### config.mk
export PLATFORM = sky130hd
export DESIGN_NAME = calendar_date_advance_core_flat
export DESIGN_NICKNAME = d
export VERILOG_FILES = /design/src/design/cda_pkg.sv /design/src/design/cda_in_if.sv /design/src/design/cda_out_if.sv /design/src/design/calendar_date_advance_core.sv /design/src/design/cda_step_unit.sv /design/src/flat_wrapper.sv
export SDC_FILE = /design/constraint.sdc
export NUM_CORES = 1
export LEC_CHECK = 0
export ABC_AREA = 1
export CELL_PAD_IN_SITES_DETAIL_PLACEMENT = 0
export CELL_PAD_IN_SITES_GLOBAL_PLACEMENT = 1
export CORE_UTILIZATION = 45
export DETAILED_ROUTE_END_ITERATION = 12
export DONT_BUFFER_PORTS = 1
export PLACE_DENSITY_LB_ADDON = 0.08
export SETUP_SLACK_MARGIN = 0.3
export SLEW_MARGIN = 5
export SYNTH_ARGS = -nofsm -noshare
export SYNTH_HDL_FRONTEND = slang
export SYNTH_HIERARCHICAL = 1
export SYNTH_SLANG_ARGS = --single-unit
export TNS_END_PERCENT = 1
### constraint.sdc
create_clock -name clk -period 14.5 [get_ports clk]
set_input_delay 4.35 -clock clk [delete_from_list [all_inputs] [get_ports clk]]
set_output_delay 4.35 -clock clk [all_outputs]
set_load 0.02 [all_outputs]
### src/design/cda_pkg.sv
// cda_pkg: widths, status codes, step-unit structs and calendar helper functions
// shared by the date advance core and its step unit; depends on nothing
`default_nettype none

package cda_pkg;

    // bounds of the advance
    localparam int MAX_YEAR = 1023;
    localparam int MAX_ADD  = 65535;

    // field widths
    localparam int DAY_W    = 5;
    localparam int MONTH_W  = 4;
    localparam int YIN_W    = 10;
    localparam int DAYS_W   = 16;
    localparam int STATUS_W = 2;
    localparam int SERIAL_W = 19;

    // internal widths
    localparam int YEAR_W   = $clog2(MAX_YEAR + 2);
    localparam int ADD_W    = $clog2(MAX_ADD + 1);
    localparam int SER_W    = SERIAL_W + 1;
    localparam int R100_W   = 7;
    localparam int R400_W   = 9;

    // reciprocal constants for year / 100 and year / 400
    localparam int RECIP_100   = 5243;
    localparam int RECIP_400   = 1311;
    localparam int RECIP_SHIFT = 19;

    localparam int DAYS_PER_YEAR = 365;

    localparam logic [MONTH_W-1:0] MONTH_JAN = 4'd1;
    localparam logic [MONTH_W-1:0] MONTH_FEB = 4'd2;
    localparam logic [MONTH_W-1:0] MONTH_APR = 4'd4;
    localparam logic [MONTH_W-1:0] MONTH_JUN = 4'd6;
    localparam logic [MONTH_W-1:0] MONTH_SEP = 4'd9;
    localparam logic [MONTH_W-1:0] MONTH_NOV = 4'd11;
    localparam logic [MONTH_W-1:0] MONTH_DEC = 4'd12;

    typedef enum logic [STATUS_W-1:0] {
        STATUS_OK       = 2'd0,
        STATUS_BAD_DATE = 2'd1,
        STATUS_OVERFLOW = 2'd2
    } status_t;

    // request to the month step unit
    typedef struct packed {
        logic [DAY_W-1:0]   day;
        logic [MONTH_W-1:0] month;
        logic [YEAR_W-1:0]  year;
        logic [ADD_W-1:0]   days;
        logic               leap;
    } step_req_t;

    // response of the month step unit
    typedef struct packed {
        logic               fits;
        logic               year_inc;
        logic               overflow;
        logic [DAY_W-1:0]   day;
        logic [MONTH_W-1:0] month;
        logic [YEAR_W-1:0]  year;
        logic [ADD_W-1:0]   days;
    } step_rsp_t;

    function automatic logic [DAY_W-1:0] month_len(input logic [MONTH_W-1:0] m,
                                                   input logic leap);
        logic [DAY_W-1:0] len;
        case (m)
            MONTH_APR, MONTH_JUN, MONTH_SEP, MONTH_NOV: len = 5'd30;
            MONTH_FEB: len = leap ? 5'd29 : 5'd28;
            default:   len = 5'd31;
        endcase
        return len;
    endfunction

    // days before the first of a month in a common year
    function automatic logic [8:0] days_before_month(input logic [MONTH_W-1:0] m);
        logic [8:0] cum;
        case (m)
            4'd2:    cum = 9'd31;
            4'd3:    cum = 9'd59;
            4'd4:    cum = 9'd90;
            4'd5:    cum = 9'd120;
            4'd6:    cum = 9'd151;
            4'd7:    cum = 9'd181;
            4'd8:    cum = 9'd212;
            4'd9:    cum = 9'd243;
            4'd10:   cum = 9'd273;
            4'd11:   cum = 9'd304;
            4'd12:   cum = 9'd334;
            default: cum = 9'd0;
        endcase
        return cum;
    endfunction

endpackage

`default_nettype wire

### src/design/cda_in_if.sv
// cda_in_if: input channel of the date advance core, one start date and day count per beat
// depends on cda_pkg for the field widths
`default_nettype none

interface cda_in_if import cda_pkg::*; ();
    logic               valid;
    logic               ready;
    logic [DAY_W-1:0]   start_day;
    logic [MONTH_W-1:0] start_month;
    logic [YIN_W-1:0]   start_year;
    logic [DAYS_W-1:0]  days_to_add;

    modport source (output valid, output start_day, output start_month,
                    output start_year, output days_to_add, input ready);
    modport sink   (input valid, input start_day, input start_month,
                    input start_year, input days_to_add, output ready);
endinterface

`default_nettype wire

### src/design/cda_out_if.sv
// cda_out_if: result channel of the date advance core, one status and date per beat
// depends on cda_pkg for the field widths
`default_nettype none

interface cda_out_if import cda_pkg::*; ();
    logic                valid;
    logic                ready;
    logic [STATUS_W-1:0] status;
    logic [DAY_W-1:0]    end_day;
    logic [MONTH_W-1:0]  end_month;
    logic [YIN_W-1:0]    end_year;
    logic [SERIAL_W-1:0] day_number;

    modport source (output valid, output status, output end_day, output end_month,
                    output end_year, output day_number, input ready);
    modport sink   (input valid, input status, input end_day, input end_month,
                    input end_year, input day_number, output ready);
endinterface

`default_nettype wire

### src/design/calendar_date_advance_core.sv
// calendar_date_advance_core: top level of the gregorian date advance block
// depends on cda_pkg, cda_in_if, cda_out_if and cda_step_unit
`default_nettype none

// The core takes one beat holding a start date (day, month, year since 2000)
// and a day count, checks the date and advances it month by month with the
// 4/100/400 leap rule. Each result beat carries a status (ok, invalid date,
// year overflow), the end date and its serial day number with 2000-01-01 as
// day 1; all result fields are zero unless the status is ok. After its beat
// is taken an item goes through setup (year division, remainders, then date
// check with the start serial), then, if the date is good, steps a month at a
// time until the rest of the count fits or the year overflows, and last loads
// the result register once it is free. The month step unit is reused for every
// month. The core is not ready while an item is in work; a finished result
// waits in the output register, so the next beat is taken while the previous
// result is still unclaimed.

module calendar_date_advance_core import cda_pkg::*; (
    input  wire logic clk,
    input  wire logic rst_n,
    cda_in_if.sink    req,
    cda_out_if.source rsp
);

    typedef enum logic [5:0] {
        S_IDLE    = 6'b000001,
        S_DIV     = 6'b000010,
        S_REM     = 6'b000100,
        S_CHECK   = 6'b001000,
        S_ADVANCE = 6'b010000,
        S_DONE    = 6'b100000
    } state_t;

    state_t state_reg, state_next;

    // working date and counters
    logic [DAY_W-1:0]   day_reg, day_next;
    logic [MONTH_W-1:0] month_reg, month_next;
    logic [YEAR_W-1:0]  year_reg, year_next;
    logic [ADD_W-1:0]   days_reg, days_next;
    logic [ADD_W-1:0]   add_reg, add_next;
    logic [YEAR_W-1:0]  q100_reg, q100_next;
    logic [YEAR_W-1:0]  q400_reg, q400_next;
    logic [SER_W-1:0]   y365_reg, y365_next;
    logic [R100_W-1:0]  r100_reg, r100_next;
    logic [R400_W-1:0]  r400_reg, r400_next;
    logic [SER_W-1:0]   serial_reg, serial_next;
    status_t            status_reg, status_next;

    // result register
    logic                out_valid_reg, out_valid_next;
    status_t             out_status_reg, out_status_next;
    logic [DAY_W-1:0]    out_day_reg, out_day_next;
    logic [MONTH_W-1:0]  out_month_reg, out_month_next;
    logic [YIN_W-1:0]    out_year_reg, out_year_next;
    logic [SERIAL_W-1:0] out_number_reg, out_number_next;

    step_req_t step_req;
    step_rsp_t step_rsp;

    logic        leap;
    logic        bad_date;
    logic [31:0] leaps_before;
    logic [31:0] serial_sum;
    logic [31:0] prod100;
    logic [31:0] prod400;
    logic [31:0] rem100;
    logic [31:0] rem400;
    logic [SER_W-1:0] end_serial;

    // leap flag of the working year from the kept remainders
    assign leap = (year_reg[1:0] == 2'd0) && ((r100_reg != '0) || (r400_reg == '0));

    assign step_req.day   = day_reg;
    assign step_req.month = month_reg;
    assign step_req.year  = year_reg;
    assign step_req.days  = days_reg;
    assign step_req.leap  = leap;

    cda_step_unit u_step (
        .req (step_req),
        .rsp (step_rsp)
    );

    assign req.ready = (state_reg == S_IDLE);

    assign rsp.valid      = out_valid_reg;
    assign rsp.status     = out_status_reg;
    assign rsp.end_day    = out_day_reg;
    assign rsp.end_month  = out_month_reg;
    assign rsp.end_year   = out_year_reg;
    assign rsp.day_number = out_number_reg;

    always_comb
    begin
        // year / 100 and year / 400 by reciprocal multiply
        prod100 = 32'(year_reg) * 32'(RECIP_100);
        prod400 = 32'(year_reg) * 32'(RECIP_400);
        rem100  = 32'(year_reg) - 32'(q100_reg) * 32'd100;
        rem400  = 32'(year_reg) - 32'(q400_reg) * 32'd400;

        // leap years in 0 .. year-1: ceil(y/4) - ceil(y/100) + ceil(y/400)
        leaps_before = ((32'(year_reg) + 32'd3) >> 2) - 32'(q100_reg)
                     - 32'(r100_reg != '0) + 32'(q400_reg) + 32'(r400_reg != '0);
        serial_sum = 32'(y365_reg) + leaps_before + 32'(days_before_month(month_reg))
                   + 32'(leap && (month_reg > MONTH_FEB)) + 32'(day_reg);

        bad_date = (day_reg == '0) || (month_reg == '0) || (month_reg > MONTH_DEC)
                || (day_reg > month_len(month_reg, leap));

        end_serial = serial_reg + SER_W'(add_reg);
    end

    always_comb
    begin
        state_next      = state_reg;
        day_next        = day_reg;
        month_next      = month_reg;
        year_next       = year_reg;
        days_next       = days_reg;
        add_next        = add_reg;
        q100_next       = q100_reg;
        q400_next       = q400_reg;
        y365_next       = y365_reg;
        r100_next       = r100_reg;
        r400_next       = r400_reg;
        serial_next     = serial_reg;
        status_next     = status_reg;
        out_valid_next  = out_valid_reg;
        out_status_next = out_status_reg;
        out_day_next    = out_day_reg;
        out_month_next  = out_month_reg;
        out_year_next   = out_year_reg;
        out_number_next = out_number_reg;

        // result beat taken
        if (rsp.ready)
        begin
            out_valid_next = 1'b0;
        end

        case (state_reg)
            S_IDLE:
            begin
                if (req.valid)
                begin
                    day_next   = req.start_day;
                    month_next = req.start_month;
                    year_next  = YEAR_W'(req.start_year);
                    // day count saturates at the bound
                    if (32'(req.days_to_add) > MAX_ADD)
                    begin
                        days_next = ADD_W'(MAX_ADD);
                    end
                    else
                    begin
                        days_next = ADD_W'(req.days_to_add);
                    end
                    add_next   = days_next;
                    state_next = S_DIV;
                end
            end
            S_DIV:
            begin
                q100_next  = YEAR_W'(prod100 >> RECIP_SHIFT);
                q400_next  = YEAR_W'(prod400 >> RECIP_SHIFT);
                y365_next  = SER_W'(32'(year_reg) * 32'(DAYS_PER_YEAR));
                state_next = S_REM;
            end
            S_REM:
            begin
                r100_next  = R100_W'(rem100);
                r400_next  = R400_W'(rem400);
                state_next = S_CHECK;
            end
            S_CHECK:
            begin
                serial_next = SER_W'(serial_sum);
                if (bad_date)
                begin
                    status_next = STATUS_BAD_DATE;
                    state_next  = S_DONE;
                end
                else if (32'(year_reg) > MAX_YEAR)
                begin
                    status_next = STATUS_OVERFLOW;
                    state_next  = S_DONE;
                end
                else
                begin
                    status_next = STATUS_OK;
                    state_next  = S_ADVANCE;
                end
            end
            S_ADVANCE:
            begin
                day_next   = step_rsp.day;
                month_next = step_rsp.month;
                year_next  = step_rsp.year;
                days_next  = step_rsp.days;
                if (step_rsp.year_inc)
                begin
                    r100_next = (r100_reg == R100_W'(99)) ? '0 : r100_reg + R100_W'(1);
                    r400_next = (r400_reg == R400_W'(399)) ? '0 : r400_reg + R400_W'(1);
                end
                if (step_rsp.overflow)
                begin
                    status_next = STATUS_OVERFLOW;
                    state_next  = S_DONE;
                end
                else if (step_rsp.fits)
                begin
                    state_next = S_DONE;
                end
            end
            S_DONE:
            begin
                // load the result register once it is free
                if (!out_valid_reg || rsp.ready)
                begin
                    out_valid_next  = 1'b1;
                    out_status_next = status_reg;
                    if (status_reg == STATUS_OK)
                    begin
                        out_day_next    = day_reg;
                        out_month_next  = month_reg;
                        out_year_next   = YIN_W'(year_reg);
                        out_number_next = SERIAL_W'(end_serial);
                    end
                    else
                    begin
                        out_day_next    = '0;
                        out_month_next  = '0;
                        out_year_next   = '0;
                        out_number_next = '0;
                    end
                    state_next = S_IDLE;
                end
            end
            default:
            begin
                state_next = S_IDLE;
            end
        endcase
    end

    // control state
    always_ff @(posedge clk or negedge rst_n)
    begin
        if (!rst_n)
        begin
            state_reg     <= S_IDLE;
            out_valid_reg <= 1'b0;
        end
        else
        begin
            state_reg     <= state_next;
            out_valid_reg <= out_valid_next;
        end
    end

    // payload
    always_ff @(posedge clk)
    begin
        day_reg        <= day_next;
        month_reg      <= month_next;
        year_reg       <= year_next;
        days_reg       <= days_next;
        add_reg        <= add_next;
        q100_reg       <= q100_next;
        q400_reg       <= q400_next;
        y365_reg       <= y365_next;
        r100_reg       <= r100_next;
        r400_reg       <= r400_next;
        serial_reg     <= serial_next;
        status_reg     <= status_next;
        out_status_reg <= out_status_next;
        out_day_reg    <= out_day_next;
        out_month_reg  <= out_month_next;
        out_year_reg   <= out_year_next;
        out_number_reg <= out_number_next;
    end

    // a failed item carries an all-zero date and serial
    property p_fail_zero;
        @(posedge clk) disable iff (!rst_n)
        (rsp.valid && (rsp.status != STATUS_OK)) |->
            ((rsp.end_day == '0) && (rsp.end_month == '0) && (rsp.end_year == '0)
             && (rsp.day_number == '0));
    endproperty
    a_fail_zero: assert property (p_fail_zero)
        else $error("failed result with nonzero fields");

    // a good result is a real date
    property p_ok_date;
        @(posedge clk) disable iff (!rst_n)
        (rsp.valid && (rsp.status == STATUS_OK)) |->
            ((rsp.end_day != '0) && (rsp.end_month != '0) && (rsp.end_month <= MONTH_DEC)
             && (rsp.day_number != '0));
    endproperty
    a_ok_date: assert property (p_ok_date)
        else $error("ok result with impossible date");

    // the remaining day count shrinks on every step that stays in the loop
    property p_advance_progress;
        @(posedge clk) disable iff (!rst_n)
        (state_reg == S_ADVANCE) |=>
            ((state_reg != S_ADVANCE) || (days_reg < $past(days_reg)));
    endproperty
    a_advance_progress: assert property (p_advance_progress)
        else $error("advance step made no progress");

    // remainders used for the leap rule stay in range while advancing
    property p_rem_range;
        @(posedge clk) disable iff (!rst_n)
        (state_reg == S_ADVANCE) |->
            ((r100_reg < R100_W'(100)) && (r400_reg < R400_W'(400)));
    endproperty
    a_rem_range: assert property (p_rem_range)
        else $error("year remainder out of range");

endmodule

`default_nettype wire

### src/design/cda_step_unit.sv
// cda_step_unit: shared step of the date advance, finishes in the current month
// or moves to the first of the next one; depends on cda_pkg
`default_nettype none

module cda_step_unit import cda_pkg::*; (
    input  step_req_t req,
    output step_rsp_t rsp
);

    logic [DAY_W-1:0] mlen;
    logic [DAY_W-1:0] left;
    logic [DAY_W:0]   span;
    logic             fits;
    logic             dec;

    always_comb
    begin
        mlen = month_len(req.month, req.leap);
        left = mlen - req.day;
        span = {1'b0, left} + 6'd1;
        // the remaining days fit in this month when days <= days left
        fits = 32'(req.days) < 32'(span);
        dec  = (req.month == MONTH_DEC);

        rsp.fits     = fits;
        rsp.year_inc = !fits && dec;
        rsp.year     = req.year + YEAR_W'(rsp.year_inc);
        rsp.overflow = rsp.year_inc && (32'(rsp.year) > MAX_YEAR);
        if (fits)
        begin
            rsp.day   = req.day + DAY_W'(req.days);
            rsp.month = req.month;
            rsp.days  = '0;
        end
        else
        begin
            rsp.day   = DAY_W'(1);
            rsp.month = dec ? MONTH_JAN : req.month + MONTH_W'(1);
            rsp.days  = req.days - ADD_W'(span);
        end
    end

endmodule

`default_nettype wire

### src/flat_wrapper.sv
// flat-port wrapper written by rule: the top's interface ports become plain ports
module calendar_date_advance_core_flat import cda_pkg::*;
  (clk, rst_n, req_valid, req_start_day, req_start_month, req_start_year, req_days_to_add, req_ready, rsp_valid, rsp_status, rsp_end_day, rsp_end_month, rsp_end_year, rsp_day_number, rsp_ready);
  cda_in_if req_i ();
  cda_out_if rsp_i ();
  input  wire logic clk;
  input  wire logic rst_n;
  input wire logic [$bits(req_i.valid)-1:0] req_valid;
  input wire logic [$bits(req_i.start_day)-1:0] req_start_day;
  input wire logic [$bits(req_i.start_month)-1:0] req_start_month;
  input wire logic [$bits(req_i.start_year)-1:0] req_start_year;
  input wire logic [$bits(req_i.days_to_add)-1:0] req_days_to_add;
  output wire logic [$bits(req_i.ready)-1:0] req_ready;
  output wire logic [$bits(rsp_i.valid)-1:0] rsp_valid;
  output wire logic [$bits(rsp_i.status)-1:0] rsp_status;
  output wire logic [$bits(rsp_i.end_day)-1:0] rsp_end_day;
  output wire logic [$bits(rsp_i.end_month)-1:0] rsp_end_month;
  output wire logic [$bits(rsp_i.end_year)-1:0] rsp_end_year;
  output wire logic [$bits(rsp_i.day_number)-1:0] rsp_day_number;
  input wire logic [$bits(rsp_i.ready)-1:0] rsp_ready;
  assign req_i.valid = req_valid;
  assign req_i.start_day = req_start_day;
  assign req_i.start_month = req_start_month;
  assign req_i.start_year = req_start_year;
  assign req_i.days_to_add = req_days_to_add;
  assign req_ready = req_i.ready;
  assign rsp_valid = rsp_i.valid;
  assign rsp_status = rsp_i.status;
  assign rsp_end_day = rsp_i.end_day;
  assign rsp_end_month = rsp_i.end_month;
  assign rsp_end_year = rsp_i.end_year;
  assign rsp_day_number = rsp_i.day_number;
  assign rsp_i.ready = rsp_ready;
  calendar_date_advance_core u_core (.clk(clk), .rst_n(rst_n), .req(req_i), .rsp(rsp_i));
endmodule
### Word-level counts from Yosys, hierarchy flattened

Memories as Yosys holds them, arrays and structs flattened. A register that Yosys moved wholly into a read port is not among the register bits.
Cells that the tools add are included.

* muxes and demuxes: 34
* equality and inequality tests: 20
* add/subtract/negate cells: 20
* multipliers: 5
* reductions and logical operators: 29
* $lt $le $gt $ge: 6

Operators by type and width (number)
* 19-bit by 1-bit adder with 19-bit output: 2
* 6-bit two-way mux: 6
* 6-bit case mux with 6 select lines: 1
* 16-bit two-way mux: 2
* 16-bit case mux with 2 select lines: 1
* 9-bit two-way mux: 3
* 11-bit by 13-bit multiplier with 24-bit output, second input constant: 1
* 11-bit by 10-bit > comparator with 1-bit output, second input constant: 2
* 11-bit by 11-bit multiplier with 22-bit output, second input constant: 1
* 11-bit case mux with 2 select lines: 1
* 5-bit case mux with 2 select lines: 2
* 19-bit by 16-bit adder with 19-bit output: 1
* 19-bit adder: 1
* 19-bit by 3-bit adder with 19-bit output: 1
* 19-bit by 5-bit adder with 19-bit output: 1
* 19-bit by 9-bit adder with 19-bit output: 1
* 11-bit by 9-bit multiplier with 19-bit output, second input constant: 1
* 19-bit by 1-bit subtractor with 19-bit output: 1
* 9-bit case mux with 2 select lines: 1
* 16-bit by 6-bit less-than comparator with 1-bit output: 1
* 16-bit by 6-bit subtractor with 16-bit output: 1
* 7-bit two-way mux: 2
* 7-bit case mux with 2 select lines: 1
* 11-bit by 2-bit adder with 12-bit output, second input constant: 1
* other kinds (49): 78

* memories: 1
* output and inout port bits: 42
* input port bits: 39
* bits in registers: 163
* logic and storage cells: 134
* ROM bits: 144

Memories
* (name not given): depth 16, width 9, read ports 1, clocked after memory_dff 1, write ports 0, RTL line cda_pkg.sv:81 `case (m)`

### Longest topological paths before layout

Gate-level depths: netlist of run 1.

* word-level depth: 15
* depth in mapped cells: 36
* depth with buffers taken out: 36

### By module

The synthesis of run 1 kept the hierarchy.

Modules (own cells, without submodules)
* calendar_date_advance_core: area an instance 17148.9 um^2, instances 1, cells an instance 1937, sequential area each 5041.1 um^2
* cda_step_unit: area an instance 1521.5 um^2, instances 1, cells an instance 272, sequential area each 0.0 um^2

### Least setup slack after synthesis of run 1

OpenSTA, ideal clock, no wires.

* path type: input to register
* start: in rsp_ready
* end: reg u_core.out_number_reg[0], in the netlist u_core/rsp.day_number[0] (enable)
* data arrival time: 6.387 ns
* library setup time: 0.451 ns
* buffers on the path: 0
* required time: 14.049 ns
* stages on the path: 2
* slack: 7.662 ns
* path through: inv_1 a21oi_1

* cells in the longest elaborated chain, start to end: 2

Ends and longest elaborated chain
* start, declared: RTL line flat_wrapper.sv:20 `input wire logic [$bits(rsp_i.ready)-1:0] rsp_ready;`
* 1-bit logical OR: RTL line calendar_date_advance_core.sv:219 `if (!out_valid_reg || rsp.ready)`
* 2-bit AND reduction (no source line)
* end signal, assigned: RTL line calendar_date_advance_core.sv:281 `out_number_reg <= out_number_next;`
* end, declared: RTL line calendar_date_advance_core.sv:56 `logic [SERIAL_W-1:0] out_number_reg, out_number_next;`

No other way between the ends.
A chain may end at the register's enable or synchronous reset.

### Final worst setup path of run 1

* start: reg u_core.state_reg[0]
* end: out req_ready

* cells in the longest elaborated chain, start to end: 1

Ends and longest elaborated chain
* start, declared: RTL line calendar_date_advance_core.sv:34 `state_t state_reg, state_next;`
* start signal, assigned: RTL line calendar_date_advance_core.sv:257 `state_reg <= state_next;`
* 6-bit by 1-bit equality test with 1-bit output: RTL line calendar_date_advance_core.sv:85 `assign req.ready = (state_reg == S_IDLE);`
* end, declared: RTL line flat_wrapper.sv:13 `output wire logic [$bits(req_i.ready)-1:0] req_ready;`

No other way between the ends.

==> results.py, run 1 <==
metrics = {
    "status": {
        "outcome": "finished, final reports clean",
    },
    "critical_path": {
        "cpMaxStageDelayCell": "sky130_fd_sc_hd__dfstp_2",
        "critPathArrivalTime_ns": 1.49,
        "rr_startpoint": "u_core/year_reg[0]",
        "timing.critical_path.fanout_max": 2,
        "r2r-end": "u_core/state_reg[5]",
        "first_element_of_the_critical_path": "u_core/state_reg[0]",
        "timing.critical_path.to_type": "output pin",
        "crit_chain": "inv_2, nor2_2, nand3_1, inv_1",
        "required_ns": 10.15,
        "timing_worst_setup_path_type": "reg -> out",
        "ff2ff_setup_slack_ns": 8.77,
        "crit_path_start_kind": "register",
        "max_stage_delay_ns": 0.56,
        "worst-r2r-cell-count": 33,
        "setup.worst_path.end": "req_ready",
    },
    "yosys": {
        "yosysWarnings": 6,
        "count_of_flip_flops_with_a_built_in_enable_after_synthesis": 156,
        "synthArstFlopShare_pct": 4.07,
        "synth_seq_area_share_pct": 27.0,
        "netlist-cell-type-count": 53,
        "postSynthCellCount": 2209,
        "syn_area_um2": 18700,
        "ys.flop_type": "sky130_fd_sc_hd__edfxtp_1",
        "flip_flop_and_latch_count_after_synthesis": 172,
        "synth.avg_cell_area_um2": 8.45,
        "postSynthNetCount": 2668,
    },
    "cts": {
        "tritoncts": "yes",
        "cts_root_buf": "sky130_fd_sc_hd__clkbuf_16",
        "max-clock-path-buffers": 2,
        "h_tree_lvl_count": 4,
        "cts_hold_buf": 0,
        "insertion_delay_ns": 0.46,
        "cts_repair_resize_count": 0,
        "numCtsBuffers": 17,
        "cts.sink_count": 172,
        "clk_transition_reported_paths_ns": 0.07,
        "cts_setup_buffers": 0,
    },
    "global_route": {
        "largest_net_degree_at_the_start_of_global_routing": 59,
        "globalRouteTotalUtil_pct": 23.8,
        "gr-total-overflow": 0,
        "first_pass_grt_wire_length_um": 77200,
        "first_global_vias": 14500,
        "initial_antenna_violation_count": 0,
    },
    "routing": {
        "final_routed_drc_violation_total": 0,
        "detail_route.iter0.violations": 611,
        "drtAntennaViolNets": 0,
        "detail_route.wl_per_cell_um": 17.2,
        "routed_via_density": 5.12,
        "postRouteWirelength_um": 47800,
        "drt_pre_antenna_iters": 5,
        "via_count": 14200,
    },
    "final_layout": {
        "layout-area-overhead-vs-synth_pct": 6.74,
        "fin_nets": 2685,
        "antenna_cells": 0,
        "fin_util_pct": 48.8,
        "nFillCells": 3983,
        "post_route_cells_drive_above_1_share_pct": 4.42,
    },
    "min_path": {
        "worst_hold_path_type": "reg -> reg",
        "worst_hold_startpoint": "u_core/status_reg[0]",
    },
    "timing": {
        "drv_slew": 0,
        "period_minus_slack_ns": 5.84,
        "timing.setup.tns_ns": 0,
        "timing_worst_slew_pin_value_ns": 0.926,
        "timing.hold.ws_ns": 0.459,
        "grt_setup_unrepaired": "no",
        "clock-skew-final_ns": 0.0111,
        "fin_hold_viols": 0,
        "max_slew_headroom_pct": 38.2,
        "setup_ws_ns": 8.66,
        "fmax_mhz": 171,
        "setup_viol": 0,
        "crit_share_post_route_pct": 40.3,
    },
    "die": {
        "placementRows": 74,
        "die_width_um": 206,
        "design.core.area_um2": 40800,
        "floorplan.initialDensity_pct": 45.7,
        "die_area_um2": 42300,
        "io-pin-count": 81,
        "chipHeight_um": 206,
    },
    "placed_design": {
        "io_buffer_count": 0,
        "post-place-ws_ns": 8.51,
        "routabilityCongestion": 0.847,
        "dpl_hpwl_um": 39000,
    },
    "flow_run": {
        "drv_cap": 0,
    },
}
-- per-stage QoR --
step	area, um2	std cells
3_3_place_gp	19300	2739
4_1_cts	19900	2771
6_report	19900	2771
3_5_place_dp	19300	2739
2_1_floorplan	18700	2209
5_1_grt	19900	2771
-- layer usage --
metal	vias up	GRT usage [%]	share of wire, %
met3	35	3.06	3.6
met2	217	42.8	50
met4	0	5.63	1.5
li1	7158	-	-
met1	6791	29.9	45
met5	-	0	0
-- kinds of logic (layout without fill, tap and decap cells) --
group,after synthesis,in the layout,synth area share (%)
AOI/OAI and AO/OA,227,227,6.84
xor gates and xnor gates,76,76,3.57
adders and majority gates,420,420,33.5
buffers and inverters,463,493,9.58
DFF,172,172,27.0
and+or+nand+nor,851,851,19.6
-- Yosys cell counts, types with 2 or more instances --
| cell | n | area share, % |
|---|---|---|
| sky130_fd_sc_hd__a211oi_1 | 2 | 0.080 |
| sky130_fd_sc_hd__a21boi_0 | 2 | 0.080 |
| sky130_fd_sc_hd__a21boi_1 | 2 | 0.080 |
| sky130_fd_sc_hd__a21o_1 | 11 | 0.44 |
| sky130_fd_sc_hd__a21oi_1 | 108 | 2.9 |
| sky130_fd_sc_hd__a31oi_1 | 6 | 0.20 |
| sky130_fd_sc_hd__and2_1 | 2 | 0.067 |
| sky130_fd_sc_hd__buf_2 | 8 | 0.21 |
| sky130_fd_sc_hd__buf_4 | 2 | 0.080 |
| sky130_fd_sc_hd__buf_6 | 4 | 0.24 |
| sky130_fd_sc_hd__clkbuf_1 | 3 | 0.060 |
| sky130_fd_sc_hd__dfrtp_1 | 6 | 0.80 |
| sky130_fd_sc_hd__dfxtp_1 | 9 | 0.97 |
| sky130_fd_sc_hd__edfxtp_1 | 156 | 25 |
| sky130_fd_sc_hd__fa_1 | 132 | 14 |
| sky130_fd_sc_hd__ha_1 | 288 | 19 |
| sky130_fd_sc_hd__inv_1 | 441 | 8.9 |
| sky130_fd_sc_hd__inv_2 | 4 | 0.080 |
| sky130_fd_sc_hd__nand2_1 | 463 | 9.3 |
| sky130_fd_sc_hd__nand2_2 | 11 | 0.37 |
| sky130_fd_sc_hd__nand3_1 | 112 | 3.0 |
| sky130_fd_sc_hd__nand3_2 | 3 | 0.16 |
| sky130_fd_sc_hd__nand3b_1 | 2 | 0.080 |
| sky130_fd_sc_hd__nand4_1 | 30 | 1.0 |
| sky130_fd_sc_hd__nor2_1 | 174 | 3.5 |
| sky130_fd_sc_hd__nor2_2 | 8 | 0.27 |
| sky130_fd_sc_hd__nor2_4 | 5 | 0.30 |
| sky130_fd_sc_hd__nor3_1 | 23 | 0.62 |
| sky130_fd_sc_hd__nor3b_1 | 2 | 0.080 |
| sky130_fd_sc_hd__o211ai_1 | 5 | 0.20 |
| sky130_fd_sc_hd__o21a_1 | 5 | 0.20 |
| sky130_fd_sc_hd__o21ai_0 | 56 | 1.5 |
| sky130_fd_sc_hd__o21ai_1 | 6 | 0.16 |
| sky130_fd_sc_hd__o21ai_2 | 4 | 0.19 |
| sky130_fd_sc_hd__o21bai_1 | 5 | 0.20 |
| sky130_fd_sc_hd__o22ai_1 | 9 | 0.30 |
| sky130_fd_sc_hd__o31ai_1 | 3 | 0.12 |
| sky130_fd_sc_hd__or2_2 | 8 | 0.27 |
| sky130_fd_sc_hd__xnor2_1 | 24 | 1.1 |
| sky130_fd_sc_hd__xor2_1 | 52 | 2.4 |
-- worst min-delay path by stage --
stage	slack, ns	endpoint	depth (start not counted)
2_1_floorplan	0.43	u_core/rsp.status[1]	0
6_report	0.46	u_core/rsp.status[0]	0
4_1_cts	0.46	u_core/rsp.status[0]	0
3_3_place_gp	0.45	u_core/rsp.status[0]	0
3_5_place_dp	0.44	u_core/rsp.status[0]	0
5_1_grt	0.47	u_core/rsp.status[1]	0
-- layout by cell type (no fill, tap or decap), types with 23 or more instances in the layout --
cell type	netlist	final
sky130_fd_sc_hd__xor2_1	52	52
sky130_fd_sc_hd__o21ai_0	56	56
sky130_fd_sc_hd__a21oi_1	108	107
sky130_fd_sc_hd__fa_1	132	132
sky130_fd_sc_hd__nand4_1	30	30
sky130_fd_sc_hd__nor2_1	174	174
sky130_fd_sc_hd__nand2_1	463	463
sky130_fd_sc_hd__edfxtp_1	156	156
sky130_fd_sc_hd__xnor2_1	24	24
sky130_fd_sc_hd__nor3_1	23	23
sky130_fd_sc_hd__ha_1	288	288
sky130_fd_sc_hd__inv_1	441	440
sky130_fd_sc_hd__nand3_1	112	112
-- cell type report --
type	instances	area [um2]	share of cell area, %
clock buffers	17	425	2.13
clock inverters	15	155	0.779
inverters	446	1680	8.41
multi-input cells	1574	11900	59.5
flip-flops and latches	172	5040	25.3
well taps	532	666	3.34
repair buffers	15	113	0.565
-- critical path, delay by kind of cell (launching register included) --
kind / cells / cell delay, ns
buffers and inverters: 2 / 0.23
flip-flops: 1 / 0.56
AND/OR/NAND/NOR: 2 / 0.25
Power of run 1 is left out: the tool's default activity adds up to more than one toggle a clock period on the data nets, which glitch-free logic cannot reach.
==> run 2, diff against run 1 <==
Clock period 14.5 ns to 5.7 ns, I/O delays scaled along.
==> results.py, run 2 (same netlist as run 1, synthesis figures left out) <==
metrics = {
    "cts": {
        "h_tree_lvl_count": 4,
        "tritoncts": "yes",
        "numCtsBuffers": 17,
        "cts_root_buf": "sky130_fd_sc_hd__clkbuf_16",
        "cts_hold_buf": 0,
        "insertion_delay_ns": 0.46,
        "clk_transition_reported_paths_ns": 0.07,
        "cts.sink_count": 172,
        "max-clock-path-buffers": 2,
    },
    "placed_design": {
        "routabilityCongestion": 0.908,
        "dpl_hpwl_um": 39600,
        "io_buffer_count": 0,
    },
    "timing": {
        "drv_slew": 0,
        "timing.setup.tns_ns": 0,
        "fmax_mhz": 194,
        "period_minus_slack_ns": 5.15,
        "crit_share_post_route_pct": 90.3,
        "setup_viol": 0,
        "fin_hold_viols": 0,
        "clock-skew-final_ns": 0.0117,
        "timing_worst_slew_pin_value_ns": 0.848,
        "max_slew_headroom_pct": 43.4,
        "grt_setup_unrepaired": "yes",
    },
    "final_layout": {
        "layout-area-overhead-vs-synth_pct": 8.20,
        "antenna_cells": 0,
        "layout.cells.most_common_list": "461 x sky130_fd_sc_hd__nand2_1, 438 x sky130_fd_sc_hd__inv_1, 284 x sky130_fd_sc_hd__ha_1",
        "layout_commonest_cell": "sky130_fd_sc_hd__nand2_1",
        "post_route_cells_drive_above_1_share_pct": 6.06,
        "fin_nets": 2707,
        "nFillCells": 4001,
    },
    "global_route": {
        "largest_net_degree_at_the_start_of_global_routing": 47,
        "initial_antenna_violation_count": 0,
        "first_global_vias": 14700,
        "first_pass_grt_wire_length_um": 78600,
        "gr-total-overflow": 0,
        "globalRouteTotalUtil_pct": 24.3,
    },
    "routing": {
        "detail_route.wl_per_cell_um": 17.3,
        "detail_route.iter0.violations": 794,
        "via_count": 14300,
        "drtAntennaViolNets": 0,
        "final_routed_drc_violation_total": 0,
        "routed_via_density": 5.12,
        "postRouteWirelength_um": 48400,
        "drt_pre_antenna_iters": 5,
    },
    "die": {
        "io-pin-count": 81,
        "die_area_um2": 42300,
        "floorplan.initialDensity_pct": 45.7,
        "chipHeight_um": 206,
        "placementRows": 74,
        "die_width_um": 206,
        "design.core.area_um2": 40800,
    },
    "critical_path": {
        "timing_worst_setup_path_type": "reg -> reg",
        "required_ns": 5.89,
        "critPathArrivalTime_ns": 5.34,
        "timing.critical_path.fanout_max": 8,
        "crit_path_start_kind": "register",
        "timing.critical_path.to_type": "register",
    },
    "min_path": {
        "worst_hold_path_type": "reg -> reg",
    },
    "status": {
        "outcome": "finished, final reports clean",
    },
    "flow_run": {
        "drv_cap": 0,
    },
}
==> run 2: area by class of cell <==
cell class                      instances  area [um2]  area share (%)
Clock buffer                           17         425            2.11
Multi-Input combinational cell       1574       11900            59.0
Timing Repair Buffer                   37         278            1.37
Clock inverter                         15         194           0.960
Sequential cell                       172        5040            25.0
Tap cell                              532         666            3.29
Inverter                              446        1680            8.32
==> run 2: layer usage <==
layer	vias up	share of wire, %	global-route usage (%)
met5	-	0	0
met4	0	2.6	7.33
met3	57	3.7	3.17
met2	279	49	42.4
met1	6760	45	31.1
li1	7204	-	-
==> run 2: what timing repair did <==
item	in CTS	in global routing
endpoints found under the setup margin	0	47
gates resized for setup	0	17
setup buffers	0	11
==> run 2: final timing paths <==
check / startpoint / to / slack [ns] / depth (start not counted)
max reg2reg: u_core/year_reg[2] / u_core/serial_reg[11] / 0.55 / 20
min reg2reg: u_core/status_reg[1] / u_core/rsp.status[1] / 0.50 / 0
min in group asynchronous: rst_n / u_core/rsp.valid / 0.94 / 0
min: u_core/status_reg[1] / u_core/rsp.status[1] / 0.50 / 0
max: u_core/year_reg[2] / u_core/serial_reg[11] / 0.55 / 20
max in group asynchronous: rst_n / u_core/state_reg[0] / 4.59 / 0
==> run 2: per-stage QoR <==
stage	instance area (um2)	utilization (%)	hold WS [ns]	setup slack, ns	cells
after global placement	19400	47.6	0.510	0.410	2750
after CTS	20100	49.1	0.519	0.314	2782
after detailed placement	19400	47.6	0.506	0.338	2750
after floorplan	18700	-	0.427	0.580	2209
after global routing	20200	49.5	0.519	0.242	2793
final	20200	49.5	0.502	0.553	2793
==> run 2: critical path, stage by stage, from the launching register on <==
cell	delay, ns
sky130_fd_sc_hd__edfxtp_1	0.50
sky130_fd_sc_hd__buf_4	0.19
sky130_fd_sc_hd__ha_1	0.17
sky130_fd_sc_hd__nand2_1	0.10
sky130_fd_sc_hd__nand2_4	0.09
sky130_fd_sc_hd__xor2_1	0.26
sky130_fd_sc_hd__fa_1	0.49
sky130_fd_sc_hd__fa_1	0.49
sky130_fd_sc_hd__inv_1	0.05
sky130_fd_sc_hd__fa_1	0.46
sky130_fd_sc_hd__fa_1	0.54
sky130_fd_sc_hd__inv_1	0.04
sky130_fd_sc_hd__ha_1	0.27
sky130_fd_sc_hd__fa_1	0.42
sky130_fd_sc_hd__nand3_1	0.10
sky130_fd_sc_hd__nand2_1	0.12
sky130_fd_sc_hd__nand2_1	0.09
sky130_fd_sc_hd__nand3_1	0.16
sky130_fd_sc_hd__nand3_1	0.11
sky130_fd_sc_hd__nand2_1	0.06
sky130_fd_sc_hd__xor2_1	0.17
Power of run 2 is left out for the same reason.
==> run 3, diff against run 2 <==
Settings changed: ABC_AREA 1 to 0, HOLD_SLACK_MARGIN set to 0.15.
==> results.py, run 3 <==
metrics = {
    "final_layout": {
        "layout_commonest_cell": "sky130_fd_sc_hd__inv_1",
        "finalInstanceArea_um2": 19100,
        "layout-area-overhead-vs-synth_pct": 11.4,
        "fin_nets": 2222,
        "post_route_cells_drive_above_1_share_pct": 9.80,
        "layout.cells.most_common_list": "300 x sky130_fd_sc_hd__inv_1, 279 x sky130_fd_sc_hd__ha_1, 156 x sky130_fd_sc_hd__edfxtp_1",
        "antenna_cells": 0,
    },
    "global_route": {
        "largest_net_degree_at_the_start_of_global_routing": 56,
        "globalRouteTotalUtil_pct": 21.5,
        "first_global_vias": 12000,
        "first_pass_grt_wire_length_um": 64000,
        "gr-total-overflow": 0,
        "initial_antenna_violation_count": 0,
    },
    "routing": {
        "detail_route.iter0.violations": 529,
        "routed_via_density": 5.15,
        "drtAntennaViolNets": 0,
        "detail_route.wl_per_cell_um": 17.3,
        "drt_pre_antenna_iters": 5,
        "final_routed_drc_violation_total": 0,
        "via_count": 11800,
        "postRouteWirelength_um": 39500,
    },
    "placed_design": {
        "io_buffer_count": 0,
        "dpl_hpwl_um": 32500,
        "routabilityCongestion": 0.831,
        "placedInstanceArea_um2": 18200,
    },
    "timing": {
        "fin_hold_viols": 0,
        "clock-skew-final_ns": 0.0122,
        "grt_setup_unrepaired": "yes",
        "max_slew_headroom_pct": 36.2,
        "timing_worst_slew_pin_value_ns": 0.950,
        "drv_slew": 0,
        "period_minus_slack_ns": 5.38,
        "setup_viol": 0,
        "crit_share_post_route_pct": 94.3,
        "timing.hold.ws_ns": 0.475,
        "fmax_mhz": 186,
    },
    "critical_path": {
        "critPathArrivalTime_ns": 5.56,
        "timing.critical_path.fanout_max": 5,
        "rr_startpoint": "u_core/year_reg[1]",
        "first_element_of_the_critical_path": "u_core/year_reg[1]",
        "timing.critical_path.to_type": "register",
        "crit_path_start_kind": "register",
        "required_ns": 5.88,
        "ff2ff_setup_slack_ns": 0.32,
        "timing_worst_setup_path_type": "reg -> reg",
    },
    "yosys": {
        "netlist-cell-type-count": 72,
        "synthArstFlopShare_pct": 4.07,
        "synth_seq_area_share_pct": 29.4,
        "flip_flop_and_latch_count_after_synthesis": 172,
        "postSynthNetCount": 2148,
        "syn_area_um2": 17200,
        "synth-xor-area-share_pct": 5.92,
        "postSynthCellCount": 1689,
        "count_of_flip_flops_with_a_built_in_enable_after_synthesis": 156,
        "post_synth_mux_area_share_pct": 0.795,
        "synth_top_family_by_area": "adder cells",
        "synthDominantAreaCellType": "sky130_fd_sc_hd__edfxtp_1",
        "ys.flop_type": "sky130_fd_sc_hd__edfxtp_1",
        "synth_most_common_cell": "sky130_fd_sc_hd__inv_1",
        "synth_top_area_share_pct": 27.3,
        "synth.avg_cell_area_um2": 10.2,
        "synth.top_cells.by_count": "303 x sky130_fd_sc_hd__inv_1, 288 x sky130_fd_sc_hd__ha_1, 156 x sky130_fd_sc_hd__edfxtp_1, 145 x sky130_fd_sc_hd__nand2_1, 132 x sky130_fd_sc_hd__fa_1",
        "fraction_of_the_mapped_netlist_area_in_compound_gates_pct": 9.51,
        "yosys-top-cells-area": "sky130_fd_sc_hd__edfxtp_1 27%, sky130_fd_sc_hd__ha_1 21%, sky130_fd_sc_hd__fa_1 15%",
        "synth_simple_gate_area_share_pct": 10.6,
        "yosysWarnings": 6,
        "post_synth_fa_ha_maj_area_fraction_pct": 36.4,
    },
    "min_path": {
        "worst_hold_startpoint": "u_core/status_reg[0]",
        "worst_hold_path_type": "reg -> reg",
    },
    "status": {
        "outcome": "finished, final reports clean",
    },
    "die": {
        "floorplan.initialDensity_pct": 45.7,
        "chipHeight_um": 197,
        "die_width_um": 197,
        "io-pin-count": 81,
        "die_area_um2": 38900,
        "design.core.area_um2": 37600,
        "placementRows": 71,
    },
    "cts": {
        "insertion_delay_ns": 0.44,
        "cts.sink_count": 172,
        "cts_hold_buf": 0,
        "numCtsBuffers": 17,
        "cts_root_buf": "sky130_fd_sc_hd__clkbuf_16",
        "h_tree_lvl_count": 4,
        "clk_transition_reported_paths_ns": 0.07,
        "max-clock-path-buffers": 2,
        "tritoncts": "yes",
    },
    "flow_run": {
        "drv_cap": 0,
    },
}
run 3: path summary, 6_finish.rpt:
path / to / depth (start not counted)
worst max-delay path: u_core/serial_reg[16] / 23
worst min-delay path: u_core/rsp.status[0] / 0
worst max register to register: u_core/serial_reg[16] / 23
worst min register to register: u_core/rsp.status[0] / 0
max in group asynchronous: u_core/state_reg[0] / 0
min in group asynchronous: u_core/state_reg[3] / 0
run 3: timing repair:
action | 4_1_cts | 5_1_grt
gates resized for setup | 21 | 14
pin swaps | 11 | 5
setup endpoints to repair | 24 | 32
buffers inserted | 14 | 8
run 3: cell families (layout without fill, tap and decap cells):
family / Yosys count / count (layout)
AOI/OAI and AO/OA: 254 / 254
adders and majority gates: 420 / 420
and+or+nand+nor: 387 / 387
DFF: 172 / 172
buffers and inverters: 328 / 415
muxes: 12 / 12
xor gates and xnor gates: 116 / 116
run 3: final cells by class:
| type | count | area [um2] |
|---|---|---|
| Clock buffer | 18 | 429 |
| Tap cell | 511 | 639 |
| Fill cell | 3453 | 18500 |
| Sequential cell | 172 | 5040 |
| Inverter | 305 | 1150 |
| Timing Repair Buffer | 78 | 614 |
| Clock inverter | 14 | 145 |
| Multi-Input combinational cell | 1189 | 11100 |
run 3: worst max-delay path, cell delays in order, from the launching register on:
cell                       delay, ns
sky130_fd_sc_hd__edfxtp_1       0.46
sky130_fd_sc_hd__inv_2          0.11
sky130_fd_sc_hd__ha_1           0.18
sky130_fd_sc_hd__xor2_1         0.20
sky130_fd_sc_hd__ha_1           0.17
sky130_fd_sc_hd__inv_1          0.06
sky130_fd_sc_hd__fa_1           0.39
sky130_fd_sc_hd__a21o_1         0.21
sky130_fd_sc_hd__a21oi_2        0.16
sky130_fd_sc_hd__nand2b_1       0.14
sky130_fd_sc_hd__and3_1         0.19
sky130_fd_sc_hd__nand2_1        0.10
sky130_fd_sc_hd__xnor2_2        0.15
sky130_fd_sc_hd__ha_1           0.30
sky130_fd_sc_hd__inv_1          0.05
sky130_fd_sc_hd__fa_1           0.45
sky130_fd_sc_hd__ha_1           0.31
sky130_fd_sc_hd__ha_2           0.22
sky130_fd_sc_hd__or4_4          0.50
sky130_fd_sc_hd__a31oi_4        0.19
sky130_fd_sc_hd__nor3_4         0.07
sky130_fd_sc_hd__a41o_1         0.27
sky130_fd_sc_hd__a21oi_2        0.15
sky130_fd_sc_hd__xnor2_1        0.09
run 3: through the flow:
stage | std cells | setup TNS [ns] | worst slack, ns | utilization (%)
detailed placement | 2233 | -0.0439 | -0.0220 | 48.4
floorplan | 1689 | 0 | 0.242 | -
finish | 2287 | 0 | 0.323 | 50.9
global placement | 2233 | 0 | 0.0456 | 48.4
global route | 2287 | 0 | 0.0622 | 50.9
CTS | 2279 | 0 | 0.271 | 50.5
run 3: layer usage:
metal / vias to the layer above / GRT usage [%] / part of all wire (%)
met5: - / 0 / 0
met4: 0 / 6.57 / 2.2
met3: 45 / 2.41 / 2.3
met2: 154 / 35.9 / 48
met1: 5709 / 29.4 / 48
li1: 5859 / - / -
Power of run 3 is left out for the same reason.
